[src/rtl/core/jdm_pkg.sv]
// ----------------------------------------------------------------------------
// jdm_pkg
// Shared types and constants of the joystick differential mixer.
// ----------------------------------------------------------------------------
package jdm_pkg;

    localparam int LIMIT_BITS = 10;
    localparam int QUOT_BITS  = LIMIT_BITS + 1;
    localparam int OUT_BITS   = 20;
    localparam int DATA_BITS  = 32;
    localparam int ADDR_BITS  = 5;

    // cos(pi/4) in Q24
    localparam int ROT_K_BITS = 24;
    localparam logic [ROT_K_BITS-1:0] ROT_K = 24'd11863283;

    localparam logic [LIMIT_BITS-1:0] DRIVE_LIMIT_RESET = 10'd255;

    typedef enum logic [2:0] {
        REG_X_LOW        = 3'd0,
        REG_X_HIGH       = 3'd1,
        REG_Y_LOW        = 3'd2,
        REG_Y_HIGH       = 3'd3,
        REG_DEAD_ZONE    = 3'd4,
        REG_DRIVE_LIMIT  = 3'd5,
        REG_MIXER_ENABLE = 3'd6
    } jdm_reg_t;

    typedef struct packed {
        logic valid;
        logic ok;
        logic x_zero;
        logic y_zero;
    } jdm_tag_t;

endpackage

[src/rtl/core/jdm_divider.sv]
// ----------------------------------------------------------------------------
// jdm_divider
// Pipelined restoring divider, one quotient bit per stage. The numerator
// must satisfy num < den * 2**QUOT_BITS.
// ----------------------------------------------------------------------------
module jdm_divider #(
    parameter int DEN_BITS  = 12,
    parameter int QUOT_BITS = 11
) (
    input  logic                          clk,
    input  logic [DEN_BITS+QUOT_BITS-1:0] num,
    input  logic [DEN_BITS-1:0]           den,
    output logic [QUOT_BITS-1:0]          quot
);

    localparam int NUM_BITS = DEN_BITS + QUOT_BITS;

    logic [DEN_BITS-1:0]  rem_w [QUOT_BITS+1];
    logic [QUOT_BITS-1:0] low_w [QUOT_BITS+1];
    logic [QUOT_BITS-1:0] q_w   [QUOT_BITS+1];
    logic [DEN_BITS-1:0]  den_w [QUOT_BITS+1];

    assign rem_w[0] = num[NUM_BITS-1:QUOT_BITS];
    assign low_w[0] = num[QUOT_BITS-1:0];
    assign q_w[0]   = '0;
    assign den_w[0] = den;

    for (genvar s = 0; s < QUOT_BITS; s++)
    begin : g_stage
        logic [DEN_BITS:0]    trial;
        logic [DEN_BITS-1:0]  rem_next;
        logic [QUOT_BITS-1:0] q_next;
        logic [DEN_BITS-1:0]  rem_reg;
        logic [QUOT_BITS-1:0] low_reg;
        logic [QUOT_BITS-1:0] q_reg;
        logic [DEN_BITS-1:0]  den_reg;

        always_comb
        begin
            trial = {rem_w[s], low_w[s][QUOT_BITS-1]};
            if (trial >= {1'b0, den_w[s]})
            begin
                rem_next = DEN_BITS'(trial - {1'b0, den_w[s]});
                q_next   = {q_w[s][QUOT_BITS-2:0], 1'b1};
            end
            else
            begin
                rem_next = trial[DEN_BITS-1:0];
                q_next   = {q_w[s][QUOT_BITS-2:0], 1'b0};
            end
        end

        always_ff @(posedge clk)
        begin
            rem_reg <= rem_next;
            low_reg <= {low_w[s][QUOT_BITS-2:0], 1'b0};
            q_reg   <= q_next;
            den_reg <= den_w[s];
        end

        assign rem_w[s+1] = rem_reg;
        assign low_w[s+1] = low_reg;
        assign q_w[s+1]   = q_reg;
        assign den_w[s+1] = den_reg;
    end

    assign quot = q_w[QUOT_BITS];

endmodule

[src/rtl/core/joystick_differential_mixer.sv]
// ----------------------------------------------------------------------------
// joystick_differential_mixer
// Arcade-drive mixer: clamp, dead zone, linear map and 45 degree rotation of
// one joystick sample into left and right drive values.
// ----------------------------------------------------------------------------
// One item is taken every cycle; busy is always low. Results appear on
// done in order, one per item. The pipeline is the 11-stage range
// divider, one quotient bit per stage, plus five stages for shaping, the
// range multiply, the mix and the rotation multiply and rounding. The
// receiver cannot stall; nothing is held back.
// ----------------------------------------------------------------------------
module joystick_differential_mixer #(
    parameter int SAMPLE_BITS = 12,
    parameter int FRAC_BITS   = 8
) (
    input  logic                                 clk,
    input  logic                                 rst_n,
    input  logic                                 start,
    output logic                                 busy,
    input  logic [SAMPLE_BITS-1:0]               stick_x,
    input  logic [SAMPLE_BITS-1:0]               stick_y,
    output logic                                 done,
    output logic                                 mix_ok,
    output logic signed [jdm_pkg::OUT_BITS-1:0]  left_drive,
    output logic signed [jdm_pkg::OUT_BITS-1:0]  right_drive,
    input  logic                                 psel,
    input  logic                                 penable,
    input  logic                                 pwrite,
    input  logic [jdm_pkg::ADDR_BITS-1:0]        paddr,
    input  logic [jdm_pkg::DATA_BITS-1:0]        pwdata,
    output logic [jdm_pkg::DATA_BITS-1:0]        prdata,
    output logic                                 pready
);

    localparam int QB        = jdm_pkg::QUOT_BITS;
    localparam int LB        = jdm_pkg::LIMIT_BITS;
    localparam int OB        = jdm_pkg::OUT_BITS;
    localparam int NUM_BITS  = SAMPLE_BITS + QB;
    localparam int MAP_BITS  = QB + 1;
    localparam int PROD_BITS = QB + jdm_pkg::ROT_K_BITS;
    localparam int ROT_SHIFT = jdm_pkg::ROT_K_BITS - FRAC_BITS;
    localparam int DEPTH     = QB + 4;
    localparam int LAST      = DEPTH - 1;
    localparam logic [PROD_BITS:0] HALF = (PROD_BITS+1)'(1) << (ROT_SHIFT - 1);

    // configuration registers
    logic [SAMPLE_BITS-1:0] x_low_reg, x_high_reg, y_low_reg, y_high_reg, dead_zone_reg;
    logic [LB-1:0]          drive_limit_reg;
    logic                   mixer_enable_reg;
    logic                   cfg_write;

    assign pready    = 1'b1;
    assign busy      = 1'b0;
    assign cfg_write = psel && penable && pwrite && pready;

    always_ff @(posedge clk or negedge rst_n)
    begin
        if (!rst_n)
        begin
            x_low_reg        <= '0;
            x_high_reg       <= '1;
            y_low_reg        <= '0;
            y_high_reg       <= '1;
            dead_zone_reg    <= '0;
            drive_limit_reg  <= jdm_pkg::DRIVE_LIMIT_RESET;
            mixer_enable_reg <= 1'b0;
        end
        else if (cfg_write)
        begin
            unique case (jdm_pkg::jdm_reg_t'(paddr[4:2]))
                jdm_pkg::REG_X_LOW:        x_low_reg        <= pwdata[SAMPLE_BITS-1:0];
                jdm_pkg::REG_X_HIGH:       x_high_reg       <= pwdata[SAMPLE_BITS-1:0];
                jdm_pkg::REG_Y_LOW:        y_low_reg        <= pwdata[SAMPLE_BITS-1:0];
                jdm_pkg::REG_Y_HIGH:       y_high_reg       <= pwdata[SAMPLE_BITS-1:0];
                jdm_pkg::REG_DEAD_ZONE:    dead_zone_reg    <= pwdata[SAMPLE_BITS-1:0];
                jdm_pkg::REG_DRIVE_LIMIT:  drive_limit_reg  <= pwdata[LB-1:0];
                jdm_pkg::REG_MIXER_ENABLE: mixer_enable_reg <= pwdata[0];
                default: ;
            endcase
        end
    end

    always_comb
    begin
        unique case (jdm_pkg::jdm_reg_t'(paddr[4:2]))
            jdm_pkg::REG_X_LOW:        prdata = jdm_pkg::DATA_BITS'(x_low_reg);
            jdm_pkg::REG_X_HIGH:       prdata = jdm_pkg::DATA_BITS'(x_high_reg);
            jdm_pkg::REG_Y_LOW:        prdata = jdm_pkg::DATA_BITS'(y_low_reg);
            jdm_pkg::REG_Y_HIGH:       prdata = jdm_pkg::DATA_BITS'(y_high_reg);
            jdm_pkg::REG_DEAD_ZONE:    prdata = jdm_pkg::DATA_BITS'(dead_zone_reg);
            jdm_pkg::REG_DRIVE_LIMIT:  prdata = jdm_pkg::DATA_BITS'(drive_limit_reg);
            jdm_pkg::REG_MIXER_ENABLE: prdata = jdm_pkg::DATA_BITS'(mixer_enable_reg);
            default:                   prdata = '0;
        endcase
    end

    // clamp, dead zone snap, offset from range low
    function automatic logic [SAMPLE_BITS-1:0] axis_offset(
        input logic [SAMPLE_BITS-1:0] v,
        input logic [SAMPLE_BITS-1:0] lo,
        input logic [SAMPLE_BITS-1:0] hi,
        input logic [SAMPLE_BITS-1:0] dz
    );
        logic [SAMPLE_BITS-1:0] c;
        logic [SAMPLE_BITS-1:0] mid;
        logic [SAMPLE_BITS-1:0] gap;
        c    = (v < lo) ? lo : v;
        c    = (c > hi) ? hi : c;
        mid  = lo + ((hi - lo) >> 1);
        gap  = (c >= mid) ? (c - mid) : (mid - c);
        if (gap <= dz)
            c = mid;
        return c - lo;
    endfunction

    // sideband travels with the data
    jdm_pkg::jdm_tag_t tag_reg  [DEPTH];
    jdm_pkg::jdm_tag_t tag_next;

    always_comb
    begin
        tag_next.valid  = start && !busy;
        tag_next.ok     = mixer_enable_reg && (x_low_reg <= x_high_reg)
                          && (y_low_reg <= y_high_reg);
        tag_next.x_zero = (x_low_reg == x_high_reg);
        tag_next.y_zero = (y_low_reg == y_high_reg);
    end

    always_ff @(posedge clk or negedge rst_n)
    begin
        if (!rst_n)
        begin
            for (int i = 0; i < DEPTH; i++)
                tag_reg[i] <= '0;
        end
        else
        begin
            tag_reg[0] <= tag_next;
            for (int i = 1; i < DEPTH; i++)
                tag_reg[i] <= tag_reg[i-1];
        end
    end

    // stage 1: axis shaping
    logic [SAMPLE_BITS-1:0] off_x_reg, off_y_reg;

    always_ff @(posedge clk)
    begin
        off_x_reg <= axis_offset(stick_x, x_low_reg, x_high_reg, dead_zone_reg);
        off_y_reg <= axis_offset(stick_y, y_low_reg, y_high_reg, dead_zone_reg);
    end

    // stage 2: scale by twice the drive limit
    logic [NUM_BITS-1:0] num_x_reg, num_y_reg;
    logic [NUM_BITS-1:0] span_next;

    assign span_next = NUM_BITS'({drive_limit_reg, 1'b0});

    always_ff @(posedge clk)
    begin
        num_x_reg <= NUM_BITS'(off_x_reg) * span_next;
        num_y_reg <= NUM_BITS'(off_y_reg) * span_next;
    end

    // divide by range width
    logic [QB-1:0] quot_x, quot_y;

    jdm_divider #(
        .DEN_BITS  (SAMPLE_BITS),
        .QUOT_BITS (QB)
    ) u_div_x (
        .clk  (clk),
        .num  (num_x_reg),
        .den  (x_high_reg - x_low_reg),
        .quot (quot_x)
    );

    jdm_divider #(
        .DEN_BITS  (SAMPLE_BITS),
        .QUOT_BITS (QB)
    ) u_div_y (
        .clk  (clk),
        .num  (num_y_reg),
        .den  (y_high_reg - y_low_reg),
        .quot (quot_y)
    );

    // stage 4: center, mix, sign-magnitude
    logic signed [MAP_BITS-1:0] map_x, map_y, sum_next, diff_next;
    logic                       sum_neg_reg, diff_neg_reg;
    logic [QB-1:0]              sum_mag_reg, diff_mag_reg;

    always_comb
    begin
        map_x = tag_reg[QB+1].x_zero ? '0
              : $signed({1'b0, quot_x}) - $signed({2'b00, drive_limit_reg});
        map_y = tag_reg[QB+1].y_zero ? '0
              : $signed({1'b0, quot_y}) - $signed({2'b00, drive_limit_reg});
        sum_next  = map_y + map_x;
        diff_next = map_y - map_x;
    end

    always_ff @(posedge clk)
    begin
        sum_neg_reg  <= sum_next[MAP_BITS-1];
        diff_neg_reg <= diff_next[MAP_BITS-1];
        sum_mag_reg  <= QB'(sum_next[MAP_BITS-1] ? -sum_next : sum_next);
        diff_mag_reg <= QB'(diff_next[MAP_BITS-1] ? -diff_next : diff_next);
    end

    // stage 5: rotation multiply
    logic [PROD_BITS-1:0] sum_prod_reg, diff_prod_reg;
    logic                 sum_neg_d_reg, diff_neg_d_reg;

    always_ff @(posedge clk)
    begin
        sum_prod_reg   <= PROD_BITS'(sum_mag_reg) * PROD_BITS'(jdm_pkg::ROT_K);
        diff_prod_reg  <= PROD_BITS'(diff_mag_reg) * PROD_BITS'(jdm_pkg::ROT_K);
        sum_neg_d_reg  <= sum_neg_reg;
        diff_neg_d_reg <= diff_neg_reg;
    end

    // stage 6: round half away from zero, restore sign
    logic [PROD_BITS:0] sum_rnd, diff_rnd;
    logic [OB-1:0]      left_next, right_next;

    always_comb
    begin
        sum_rnd  = ({1'b0, sum_prod_reg} + HALF) >> ROT_SHIFT;
        diff_rnd = ({1'b0, diff_prod_reg} + HALF) >> ROT_SHIFT;
        left_next  = sum_neg_d_reg  ? OB'(-sum_rnd[OB-1:0])  : sum_rnd[OB-1:0];
        right_next = diff_neg_d_reg ? OB'(-diff_rnd[OB-1:0]) : diff_rnd[OB-1:0];
        if (!tag_reg[LAST].ok)
        begin
            left_next  = '0;
            right_next = '0;
        end
    end

    logic          done_reg, mix_ok_reg;
    logic [OB-1:0] left_reg, right_reg;

    always_ff @(posedge clk or negedge rst_n)
    begin
        if (!rst_n)
        begin
            done_reg   <= 1'b0;
            mix_ok_reg <= 1'b0;
        end
        else
        begin
            done_reg   <= tag_reg[LAST].valid;
            mix_ok_reg <= tag_reg[LAST].valid && tag_reg[LAST].ok;
        end
    end

    always_ff @(posedge clk)
    begin
        left_reg  <= left_next;
        right_reg <= right_next;
    end

    assign done        = done_reg;
    assign mix_ok      = mix_ok_reg;
    assign left_drive  = $signed(left_reg);
    assign right_drive = $signed(right_reg);

    a_fixed_latency: assert property (@(posedge clk) disable iff (!rst_n)
        (start && !busy) |=> ##(DEPTH) done)
        else $error("item did not complete at fixed latency");

    a_no_spurious: assert property (@(posedge clk) disable iff (!rst_n)
        done |-> $past(tag_reg[LAST].valid))
        else $error("result without an item");

    a_ok_needs_done: assert property (@(posedge clk) disable iff (!rst_n)
        mix_ok |-> done)
        else $error("mix_ok outside a result");

    a_zero_when_off: assert property (@(posedge clk) disable iff (!rst_n)
        (done && !mix_ok) |-> (left_drive == '0 && right_drive == '0))
        else $error("nonzero drive without mixing");

endmodule
[config.mk]
export PLATFORM = sky130hd
export DESIGN_NAME = joystick_differential_mixer
export DESIGN_NICKNAME = d
export VERILOG_FILES = /design/src/rtl/core/jdm_pkg.sv /design/src/rtl/core/jdm_divider.sv /design/src/rtl/core/joystick_differential_mixer.sv
export SDC_FILE = /design/constraint.sdc
export NUM_CORES = 2
export LEC_CHECK = 0
export BUFFER_PORTS_ARGS = -buffer_cell sky130_fd_sc_hd__buf_2
export CORE_ASPECT_RATIO = 0.8
export CORE_MARGIN = 4
export CORE_UTILIZATION = 50
export DETAILED_ROUTE_END_ITERATION = 7
export PLACE_DENSITY = 0.7
export SYNTH_ARGS = -nofsm -noshare
export SYNTH_HDL_FRONTEND = slang
export SYNTH_SLANG_ARGS = --single-unit
export TNS_END_PERCENT = 30
[constraint.sdc]
create_clock -name clk -period 25.7 [get_ports clk]
set_input_delay 2.57 -clock clk [delete_from_list [all_inputs] [get_ports clk]]
set_output_delay 2.57 -clock clk [all_outputs]
set_load 0.05 [all_outputs]
==> flow_metrics.tcl <==
set metrics [dict create \
    slowest_stage "nor3_2" \
    final_core_util 0.549 \
    crit_type "primary input to flip-flop" \
    syn_avg_cell_area_um2 9.34 \
    cts_resized 0 \
    grt.total_usage 0.207 \
    clockBufferDepth 3 \
    place_area_mm2 0.0640 \
    crit_top_cell "o21ai_0" \
    hold-worst-slack_ns 0.315 \
    finalHoldViolCount 0 \
    vias 44400 \
    synthFlopType "dfxtp_1" \
    synth.top_cells.by_area "dfxtp_1, ha_1, fa_1" \
    final_nets 7911 \
    outcome "finished, final reports clean" \
    synth_edf_count 0 \
    overflow 0 \
    slew_headroom 0.134 \
    clkSinkCount 1004 \
    timing.fmax_mhz 78.6 \
    core-area_mm2 0.123 \
    setup_viol 0 \
    htreeDepth 3 \
    synth_area_mm2 0.0619 \
    worst_setup_path_start_kind "primary input" \
    async_reset_ff_frac 0.128 \
    fp.dieH_um 323 \
    crit_family "compound AO/OA/AOI/OAI gates" \
    synth_area_leader_cell "dfxtp_1" \
    antenna_found_initial 0 \
    ios 143 \
    finalCritPeriodShare 0.495 \
    cts-buffers-inserted 97 \
    drt-pass1-iter-count 6 \
    synth_top_area_frac 0.283 \
    end_kind "flip-flop" \
    hp-class "flip-flop to flip-flop" \
    cts_root_buf "clkbuf_16" \
    period_needed_ns 12.73 \
    synth.distinct_cells 81 \
    worstPathArrival_ns 13.29 \
    drc 0 \
    grt_pass1_wl_um 222000 \
    synthAdderAreaFrac 0.270 \
    synth_top_family_by_area "adder cells" \
    drive_gt1_frac 0.0608 \
    synthToLayoutAreaGrowth_pct 9.10 \
    place_congestion 0.935 \
    max_stage_delay_ns 0.95 \
    drv_cap 0 \
    yosys.area_share.simple 0.123 \
    worstMarginPinSlew_ns 1.30 \
    fin_setup_tns_ns 0 \
    cp_data_required_time_ns 26.26 \
    synth_compound_area_frac 0.122 \
    drtIter0Drc 2800 \
    synth_mux_area_frac 0.0244 \
    chipWidth_um 401 \
    cp_max_fo 22 \
    wl_um 135000 \
    wire_per_inst_um 16.0 \
    clk_pin_slew_ns 0.06 \
    start_util 0.503 \
    place_hpwl_um 107000 \
    placementRows 115 \
    stdcell_area_mm2 0.0676 \
    grt_pass1_vias 43900 \
    cts_hold_buffers 0 \
    finalMaxSlewViolations 0 \
    synthCells 6631 \
    cts_tree "built" \
    post-cts-setup-buffers 0 \
    synth-seq-cells 1004 \
    rsz0062_at_grt "false" \
    postRouteAntennaNets 0 \
    clock_skew_ns 0.0527 \
    worst-path-buf-inv 4 \
    worstSkewPairLatency_ns 0.71 \
    synth_xor_area_frac 0.0543 \
    ys_seq_area_frac 0.336 \
    viasPerCell 5.27 \
    numPortBuffers 98 \
    grt_max_degree 71 \
    yosysWarnings 0 \
    die_area_mm2 0.130 \
]
-- cells in the mapped netlist, types with 7 or more instances --
| cell | number |
|---|---|
| mux2i_1 | 75 |
| a21boi_1 | 21 |
| a21boi_0 | 33 |
| and2_1 | 139 |
| o41ai_1 | 7 |
| and3b_1 | 9 |
| o21ai_1 | 55 |
| nor2b_1 | 102 |
| a22oi_1 | 17 |
| buf_2 | 15 |
| o21ai_0 | 339 |
| inv_1 | 960 |
| mux2_2 | 56 |
| xor2_1 | 122 |
| dfstp_2 | 32 |
| nor4_1 | 20 |
| a21oi_1 | 294 |
| nor3_1 | 116 |
| or2_2 | 15 |
| clkbuf_1 | 122 |
| a211oi_1 | 32 |
| or3_1 | 25 |
| nor2_1 | 365 |
| o21a_1 | 74 |
| o31a_1 | 19 |
| a21o_1 | 99 |
| dfxtp_1 | 875 |
| o21bai_1 | 64 |
| nand2b_1 | 69 |
| ha_1 | 832 |
| nand4_1 | 94 |
| a31oi_1 | 22 |
| o22ai_1 | 9 |
| and3_1 | 23 |
| buf_1 | 16 |
| fa_1 | 314 |
| nand2_1 | 534 |
| dfrtp_1 | 97 |
| xnor2_1 | 262 |
| buf_4 | 23 |
| a2111oi_0 | 9 |
| nand3_1 | 59 |
| o31ai_1 | 78 |
-- layout make-up --
class	count	area, um^2
Clock buffer	126	2700
Fill cell	10900	55500
Tap cell	1638	2050
Antenna cell	1	2.50
Sequential cell	1004	20800
Timing Repair Buffer	125	699
Inverter	960	3600
Clock inverter	53	885
Multi-Input combinational cell	4510	36800
-- cell usage in the layout (no fill, tap or decap), drive strengths merged, types with 94 or more instances in the layout --
cell and instances:
xnor2 262, dfrtp 97, nor3 117, nor2 365, inv 963, buf 125, fa 314, xor2 122
clkbuf 126, a21o 99, ha 832, nand2 534, nor2b 102, o21ai 395, dfxtp 875, and2 139
nand4 94, a21oi 294
-- final timing paths --
kind	from	to	slack (ns)	cells past startpoint
max in group asynchronous	rst_n	y_low_reg[6]$_DFFE_PN0P_	22.46	2
worst min-delay path	u_div_y.g_stage[3].low_reg[8]$_DFF_P_	u_div_y.g_stage[4].low_reg[9]$_DFF_P_	0.32	0
worst max-delay path	stick_y[7]	off_y_reg[11]$_DFF_P_	12.97	52
min in group asynchronous	rst_n	tag_reg[31]$_DFF_PN0_	1.85	1
worst max register to register	y_low_reg[1]$_DFFE_PN0P_	off_y_reg[11]$_DFF_P_	14.32	52
worst min register to register	u_div_y.g_stage[3].low_reg[8]$_DFF_P_	u_div_y.g_stage[4].low_reg[9]$_DFF_P_	0.32	0
-- per-stage QoR --
step / instances / setup WS (ns)
2_1_floorplan: 6651 / 14.06
3_3_place_gp: 8237 / 12.67
3_5_place_dp: 8237 / 12.54
4_1_cts: 8416 / 13.21
5_1_grt: 8416 / 12.02
6_report: 8417 / 12.97
-- layer usage --
metal	routed length, um	track usage
met2	58500	0.326
met3	8560	0.0408
met5	0	0
met4	3210	0.0516
met1	64500	0.293
-- cells by family after synthesis --
group / after synthesis
other: 2
adders and majority gates: 1150
xor gates and xnor gates: 384
AOI/OAI and AO/OA: 1222
DFF: 1004
muxes: 139
and+or+nand+nor: 1593
buffers and inverters: 1137
Power is left out: the tool's default activity adds up to more than one toggle a clock period on the data nets, which glitch-free logic cannot reach.
